<file path="src/rtl/acf_pkg.sv">
// Shared types, sizes and the division step for the ARGB frame crossfade.
package acf_pkg;

	localparam int CHAN_W  = 8;   // one color channel
	localparam int NUM_CH  = 3;   // R, G, B
	localparam int DUR_W   = 16;  // tick counts
	localparam int PIX_W   = 32;
	localparam int NUM_W   = CHAN_W + DUR_W;  // a*(T-t) + b*t <= 255*T
	localparam int IN_W    = 2 * PIX_W + 2 * DUR_W;

	localparam int DIV_STAGES      = 4;
	localparam int STEPS_PER_STAGE = CHAN_W / DIV_STAGES;

	// Channel slots; R in the highest
	localparam int CH_B = 0;
	localparam int CH_G = 1;
	localparam int CH_R = 2;

	typedef logic [NUM_CH-1:0][NUM_W-1:0]  num_vec_t;
	typedef logic [NUM_CH-1:0][CHAN_W-1:0] chan_vec_t;

	// Item handed from the multiply front end to the divider
	typedef struct packed {
		logic [CHAN_W-1:0] alpha;
		logic [DUR_W-1:0]  dur;
		num_vec_t          num;
	} acf_mix_t;

	// One restoring step: {quotient bit, new remainder}
	function automatic logic [NUM_W:0] div_step(input logic [NUM_W-1:0] rem,
			input logic [DUR_W-1:0] dur, input int unsigned sh);
		logic [NUM_W-1:0] d;
		d = NUM_W'(dur) << sh;
		if (rem >= d) begin
			return {1'b1, NUM_W'(rem - d)};
		end
		return {1'b0, rem};
	endfunction

endpackage

</file>
<file path="src/rtl/acf_front.sv">
// Front end: duration and tick clamp, then the two weighted products per channel.
module acf_front import acf_pkg::*; (
	input  logic                clk,
	input  logic                arst_n,
	input  logic                in_valid,
	output logic                in_ready,
	input  logic [PIX_W-1:0]    pixel_from,
	input  logic [PIX_W-1:0]    pixel_to,
	input  logic [DUR_W-1:0]    ticks_elapsed,
	input  logic [DUR_W-1:0]    frame_duration,
	output logic                out_valid,
	input  logic                out_ready,
	output acf_mix_t            out_item
);

	logic              valid_s1, valid_s2;
	logic              rdy_s1, rdy_s2;
	logic [CHAN_W-1:0] alpha_s1;
	chan_vec_t         a_s1, b_s1;
	logic [DUR_W-1:0]  dur_s1, t_s1, w_s1;
	acf_mix_t          item_s2;

	logic [DUR_W-1:0]  dur_eff, t_clamp;
	num_vec_t          num_c;

	assign rdy_s2   = !valid_s2 || out_ready;
	assign rdy_s1   = !valid_s1 || rdy_s2;
	assign in_ready = rdy_s1;

	always_comb begin
		dur_eff = (frame_duration == '0) ? DUR_W'(1) : frame_duration;
		t_clamp = (ticks_elapsed > dur_eff) ? dur_eff : ticks_elapsed;
	end

	always_comb begin
		for (int c = 0; c < NUM_CH; c++) begin
			num_c[c] = NUM_W'(NUM_W'(a_s1[c]) * NUM_W'(w_s1) + NUM_W'(b_s1[c]) * NUM_W'(t_s1));
		end
	end

	always_ff @(posedge clk or negedge arst_n) begin
		if (!arst_n) begin
			valid_s1 <= 1'b0;
			valid_s2 <= 1'b0;
		end else begin
			if (rdy_s1) valid_s1 <= in_valid;
			if (rdy_s2) valid_s2 <= valid_s1;
		end
	end

	always_ff @(posedge clk) begin
		if (rdy_s1 && in_valid) begin
			alpha_s1 <= pixel_from[PIX_W-1 -: CHAN_W];
			for (int c = 0; c < NUM_CH; c++) begin
				a_s1[c] <= pixel_from[c*CHAN_W +: CHAN_W];
				b_s1[c] <= pixel_to[c*CHAN_W +: CHAN_W];
			end
			dur_s1 <= dur_eff;
			t_s1   <= t_clamp;
			w_s1   <= dur_eff - t_clamp;
		end
		if (rdy_s2 && valid_s1) begin
			item_s2.alpha <= alpha_s1;
			item_s2.dur   <= dur_s1;
			item_s2.num   <= num_c;
		end
	end

	assign out_valid = valid_s2;
	assign out_item  = item_s2;

endmodule

</file>
<file path="src/rtl/acf_divider.sv">
// Pipelined restoring divider: num / dur for three channels, two quotient bits a stage.
module acf_divider import acf_pkg::*; (
	input  logic               clk,
	input  logic               arst_n,
	input  logic               in_valid,
	output logic               in_ready,
	input  acf_mix_t           in_item,
	output logic               out_valid,
	input  logic               out_ready,
	output logic [PIX_W-1:0]   blended_pixel
);

	// Stage k registers, k = 0 .. DIV_STAGES-1
	logic              valid_s [DIV_STAGES];
	logic [CHAN_W-1:0] alpha_s [DIV_STAGES];
	logic [DUR_W-1:0]  dur_s   [DIV_STAGES];
	num_vec_t          rem_s   [DIV_STAGES];
	chan_vec_t         quo_s   [DIV_STAGES];
	logic              rdy     [DIV_STAGES+1];

	assign rdy[DIV_STAGES] = out_ready;
	assign in_ready        = rdy[0];

	for (genvar k = 0; k < DIV_STAGES; k++) begin : g_stage
		logic              v_in;
		logic [CHAN_W-1:0] alpha_in;
		logic [DUR_W-1:0]  dur_in;
		num_vec_t          rem_in, rem_nx;
		chan_vec_t         quo_in, quo_nx;

		if (k == 0) begin : g_first
			assign v_in     = in_valid;
			assign alpha_in = in_item.alpha;
			assign dur_in   = in_item.dur;
			assign rem_in   = in_item.num;
			assign quo_in   = '0;
		end else begin : g_next
			assign v_in     = valid_s[k-1];
			assign alpha_in = alpha_s[k-1];
			assign dur_in   = dur_s[k-1];
			assign rem_in   = rem_s[k-1];
			assign quo_in   = quo_s[k-1];
		end

		assign rdy[k] = !valid_s[k] || rdy[k+1];

		always_comb begin
			logic [NUM_W:0] st;
			rem_nx = rem_in;
			quo_nx = quo_in;
			for (int c = 0; c < NUM_CH; c++) begin
				for (int j = 0; j < STEPS_PER_STAGE; j++) begin
					st = div_step(rem_nx[c], dur_in,
						CHAN_W - 1 - k * STEPS_PER_STAGE - j);
					rem_nx[c] = st[NUM_W-1:0];
					quo_nx[c] = {quo_nx[c][CHAN_W-2:0], st[NUM_W]};
				end
			end
		end

		always_ff @(posedge clk or negedge arst_n) begin
			if (!arst_n) begin
				valid_s[k] <= 1'b0;
			end else if (rdy[k]) begin
				valid_s[k] <= v_in;
			end
		end

		always_ff @(posedge clk) begin
			if (rdy[k] && v_in) begin
				alpha_s[k] <= alpha_in;
				dur_s[k]   <= dur_in;
				rem_s[k]   <= rem_nx;
				quo_s[k]   <= quo_nx;
			end
		end
	end

	assign out_valid     = valid_s[DIV_STAGES-1];
	assign blended_pixel = {alpha_s[DIV_STAGES-1], quo_s[DIV_STAGES-1][CH_R],
		quo_s[DIV_STAGES-1][CH_G], quo_s[DIV_STAGES-1][CH_B]};

endmodule

</file>
<file path="src/rtl/argb_frame_crossfade.sv">
// ARGB frame crossfade: each item mixes a pixel of the current frame with the
// pixel of the next frame as floor((a*(T-t) + b*t) / T) per color channel, with
// alpha passed from the current pixel, t clamped to T and a zero T taken as one.
// The block is a six-stage pipeline (clamp, multiply, then four stages of a
// restoring divider giving two quotient bits each): it takes one item per cycle
// while the output side does not stall. A stall backs up stage by stage without
// losing items.
module argb_frame_crossfade import acf_pkg::*; (
	input  logic               clk,
	input  logic               arst_n,
	input  logic               s_tvalid,
	output logic               s_tready,
	// pixel_from [31:0], pixel_to [63:32], ticks_elapsed [79:64], frame_duration [95:80]
	input  logic [IN_W-1:0]    s_tdata,
	output logic               m_tvalid,
	input  logic               m_tready,
	// blended_pixel [31:0]
	output logic [PIX_W-1:0]   m_tdata
);

	logic     mix_valid, mix_ready;
	acf_mix_t mix_item;

	acf_front u_front (
		.clk            (clk),
		.arst_n         (arst_n),
		.in_valid       (s_tvalid),
		.in_ready       (s_tready),
		.pixel_from     (s_tdata[PIX_W-1:0]),
		.pixel_to       (s_tdata[2*PIX_W-1:PIX_W]),
		.ticks_elapsed  (s_tdata[2*PIX_W+DUR_W-1:2*PIX_W]),
		.frame_duration (s_tdata[IN_W-1:2*PIX_W+DUR_W]),
		.out_valid      (mix_valid),
		.out_ready      (mix_ready),
		.out_item       (mix_item)
	);

	acf_divider u_div (
		.clk           (clk),
		.arst_n        (arst_n),
		.in_valid      (mix_valid),
		.in_ready      (mix_ready),
		.in_item       (mix_item),
		.out_valid     (m_tvalid),
		.out_ready     (m_tready),
		.blended_pixel (m_tdata)
	);

	// a free output side means every stage can move
	a_ready_flows: assert property (@(posedge clk) disable iff (!arst_n)
		m_tready |-> s_tready)
		else $error("input stalled while output side is free");

	// input only stalls when the whole pipe is full and the output is held
	a_stall_full: assert property (@(posedge clk) disable iff (!arst_n)
		!s_tready |-> (m_tvalid && !m_tready && mix_valid))
		else $error("input stalled with a bubble in the pipeline");

	a_mix_ready: assert property (@(posedge clk) disable iff (!arst_n)
		(!mix_ready) |-> (m_tvalid && !m_tready))
		else $error("divider stalled without output backpressure");

endmodule
</file>
<file path="config.mk">
export PLATFORM = sky130hd
export DESIGN_NAME = argb_frame_crossfade
export DESIGN_NICKNAME = d
export VERILOG_FILES = /design/src/rtl/acf_pkg.sv /design/src/rtl/acf_front.sv /design/src/rtl/acf_divider.sv /design/src/rtl/argb_frame_crossfade.sv
export SDC_FILE = /design/constraint.sdc
export NUM_CORES = 2
export LEC_CHECK = 0
export ABC_CLOCK_PERIOD_IN_PS = 6500
export BUFFER_PORTS_ARGS = -buffer_cell sky130_fd_sc_hd__buf_2
export CAP_MARGIN = 20
export CELL_PAD_IN_SITES_DETAIL_PLACEMENT = 1
export CELL_PAD_IN_SITES_GLOBAL_PLACEMENT = 1
export CORE_MARGIN = 2
export CORE_UTILIZATION = 40
export CTS_CLUSTER_SIZE = 20
export DETAILED_ROUTE_END_ITERATION = 16
export GPL_TIMING_DRIVEN = 0
export PLACE_DENSITY = 0.73
export REMOVE_ABC_BUFFERS = 1
export SLEW_MARGIN = 20
export SYNTH_ARGS = -nofsm -noshare
export SYNTH_HDL_FRONTEND = slang
export SYNTH_SLANG_ARGS = --single-unit
</file>
<file path="constraint.sdc">
create_clock -name clk -period 6.5 [get_ports clk]
set_input_delay 0.325 -clock clk [delete_from_list [all_inputs] [get_ports clk]]
set_output_delay 0.325 -clock clk [all_outputs]
set_load 0.01 [all_outputs]
</file>
==> flow_summary.toml <==
[logic_synthesis]
synth_cell_types = 91
synth_flop_cell = "edfxtp_1"
ys_seq_area_share_pct = 26.13
avgSynthCellArea_um2 = 9.593
synth-seq-cells = 562
synthCells = 6720
syn-cell-area_mm2 = 0.06447
synth_warnings = 0
synth-edff-count = 556
synth-async-reset-ratio_pct = 1.068

[timing]
layout_setup_ws_ps = -141.5
slew_headroom_pct = 31.98
fin_hold_ws_ps = 33.62
finalCritPeriodShare_pct = 102.2
rsz0062_at_grt = "yes"
worst_pin_slew_ps = 1017
min_period_ps = 6642
finalClockSkew_ps = 35.28
max_freq_ghz = 0.1506
hold_viol = 0
drv_slew = 0
setup_viol = 6

[critical_path]
worstReg2RegStart = "u_front.w_s1[2]"
cp.required_ps = 6910
cp_data_arrival_time_ps = 7050
start_kind = "flip-flop"
path_class = "flip-flop to flip-flop"
critPathMaxFanout = 4
crit_path_end_kind = "flip-flop"
crit_start = "u_front.w_s1[2]"

[route]
viasPerCell = 5.482
wl_per_cell_um = 22.17
drt_first_pass_iters = 5
vias = 51110
drt_iter0_drc = 2683
drtAntennaViolNets = 0
drc = 0
routed_wl_um = 206700

[floorplan]
die_x_um = 405.5
rows = 147
core_mm2 = 0.1604
start_util_pct = 40.20
die_area_mm2 = 0.1644
die_y_um = 405.5
io_pins = 134

[status]
status = "complete, but fails checks"
violations = "negative setup slack"

[place]
globalplace.congestion = 0.9382
hpwl_um = 156100
post-place-ws_ps = -1444
io_buffers = 125

[layout]
final_nets = 8483
seqCellArea_mm2 = 0.01685
final_common_cell = "inv_1"
drive_gt1_share_pct = 12.93
fillers = 18120
multiInputGateArea_mm2 = 0.04448
layout_common_cells = "inv_1 (885), nand2_1 (733), fa_1 (638), ha_1 (604), edfxtp_1 (556)"
synthToLayoutAreaGrowth_pct = 15.48

[global_routing]
grt_first_pass_wirelength_um = 316600
grt_overflow = 0
antenna_found_initial = 7
grt_use_total_pct = 24.92
grt_pass1_vias = 55260
grt_max_degree = 61

[cts]
cts_tree = "built"
cts_max_level = 3
clock_path_buffers = 3
numCtsBuffers = 70
cts.sink_count = 562
path_clk_slew_ps = 70
clkLatencyLatePin_ps = 700
clock-root-buffer = "clkbuf_16"

[hold_path]
hp-start = "s_tdata[68]"
hp-class = "input pin to flip-flop"

[flow_run]
max_cap_viol_count = 0
==> routing by layer <==
metal / part of all wire (%) / up-vias / global-route usage (%)
li1: - / 23590 / -
met1: 40 / 25880 / 29.16
met2: 49 / 1156 / 43.88
met3: 4.0 / 480 / 3.210
met4: 6.7 / 8 / 14.22
met5: 0.024 / - / 0
==> worst max-delay path: stages (launching register included) <==
cell and delay (ps):
edfxtp_1 420, buf_6 170, and2_4 160, fa_1 570, inv_2 50, fa_1 480, fa_1 550, inv_1 50
fa_1 460, fa_1 530, inv_2 40, fa_1 540, inv_2 60, ha_4 160, or4_4 420, o21a_4 230
o41ai_4 370, nor3_2 70, a211oi_2 210, a211oi_2 150, a211o_1 340, a21oi_2 200, xnor2_2 130
==> what timing repair did <==
item / in CTS / in global routing
resized for setup: 133 / 149
hold endpoints to repair: 81 / 0
pin swaps: 62 / 102
gates cloned: 3 / 1
buffers inserted: 188 / 82
setup endpoints to repair: 201 / 160
hold buffers: 77 / 0
==> flip-flops by register name, summed over array words and instances (netlist names), 24 cells and up <==
| name | flops |
|---|---|
| u_div.dur_s | 48 |
| u_div.quo_s | 60 |
| u_div.alpha_s | 32 |
| u_front.out_item | 96 |
| u_div.rem_s | 216 |
| u_front.a_s1 | 24 |
| u_front.b_s1 | 24 |
==> Yosys cell counts, types with 27 or more instances <==
| library cell | count | area share, % |
|---|---|---|
| xor2_1 | 106 | 1.4 |
| a21oi_1 | 372 | 2.9 |
| o31ai_1 | 40 | 0.47 |
| edfxtp_1 | 556 | 26 |
| mux2i_1 | 33 | 0.51 |
| or3_1 | 33 | 0.32 |
| o21a_1 | 85 | 0.99 |
| nor2_1 | 360 | 2.1 |
| nand4_1 | 72 | 0.70 |
| o21bai_1 | 42 | 0.49 |
| ha_1 | 628 | 12 |
| a211oi_1 | 41 | 0.48 |
| nor2b_1 | 64 | 0.62 |
| and2_1 | 375 | 3.6 |
| inv_1 | 922 | 5.4 |
| nor3_1 | 92 | 0.71 |
| o21ai_0 | 288 | 2.2 |
| nand2b_1 | 64 | 0.62 |
| mux2_2 | 133 | 2.3 |
| xnor2_1 | 219 | 3.0 |
| nand2_1 | 735 | 4.3 |
| nand3_1 | 84 | 0.65 |
| nor4_1 | 27 | 0.26 |
| fa_1 | 646 | 20 |
| clkbuf_1 | 175 | 1.0 |
| a21o_1 | 133 | 1.5 |
==> through the flow <==
step	cells	utilization, %	instance area, µm²	setup TNS [ps]
2_1_floorplan	6525	-	63700	0
3_3_place_gp	8810	41.79	67030	-362700
3_5_place_dp	8853	42.32	67880	-122280
4_1_cts	9244	45.66	73240	-349.8
5_1_grt	9322	46.41	74440	-2471
6_report	9324	46.42	74450	-443.7
==> final cells by class <==
type,count,area share [%]
repair buffers,508,6.019
flip-flops and latches,562,22.63
well taps,2160,3.630
inverters,928,4.797
diodes,2,0.006723
multi-input cells,5037,59.75
clock buffers,80,2.403
repair inverters,2,0.02017
clock inverters,45,0.7479
==> cell families after synthesis <==
family,after synthesis,synth area share [%]
flops,562,26.13
xor+xnor,325,4.415
mux,174,3.022
compound gates,1229,12.07
buf+inv,1123,6.603
fa+ha+maj,1274,32.25
simple gates,2033,15.51
==> final timing paths <==
kind | to | cells after the start | slack (ps)
worst max-delay path | u_front.out_item[23] | 22 | -140
worst min-delay path | u_front.t_s1[4] | 3 | 30
worst max register to register | u_front.out_item[23] | 22 | -140
worst min register to register | u_div.alpha_s[3][2] | 0 | 390
max in group asynchronous | u_front.valid_s1 | 3 | 5720
min in group asynchronous | u_div.g_stage[1].v_in | 3 | 570
Power is not shown: default switching activity piles up to over one toggle a cycle in this logic, so the estimate is an artifact.
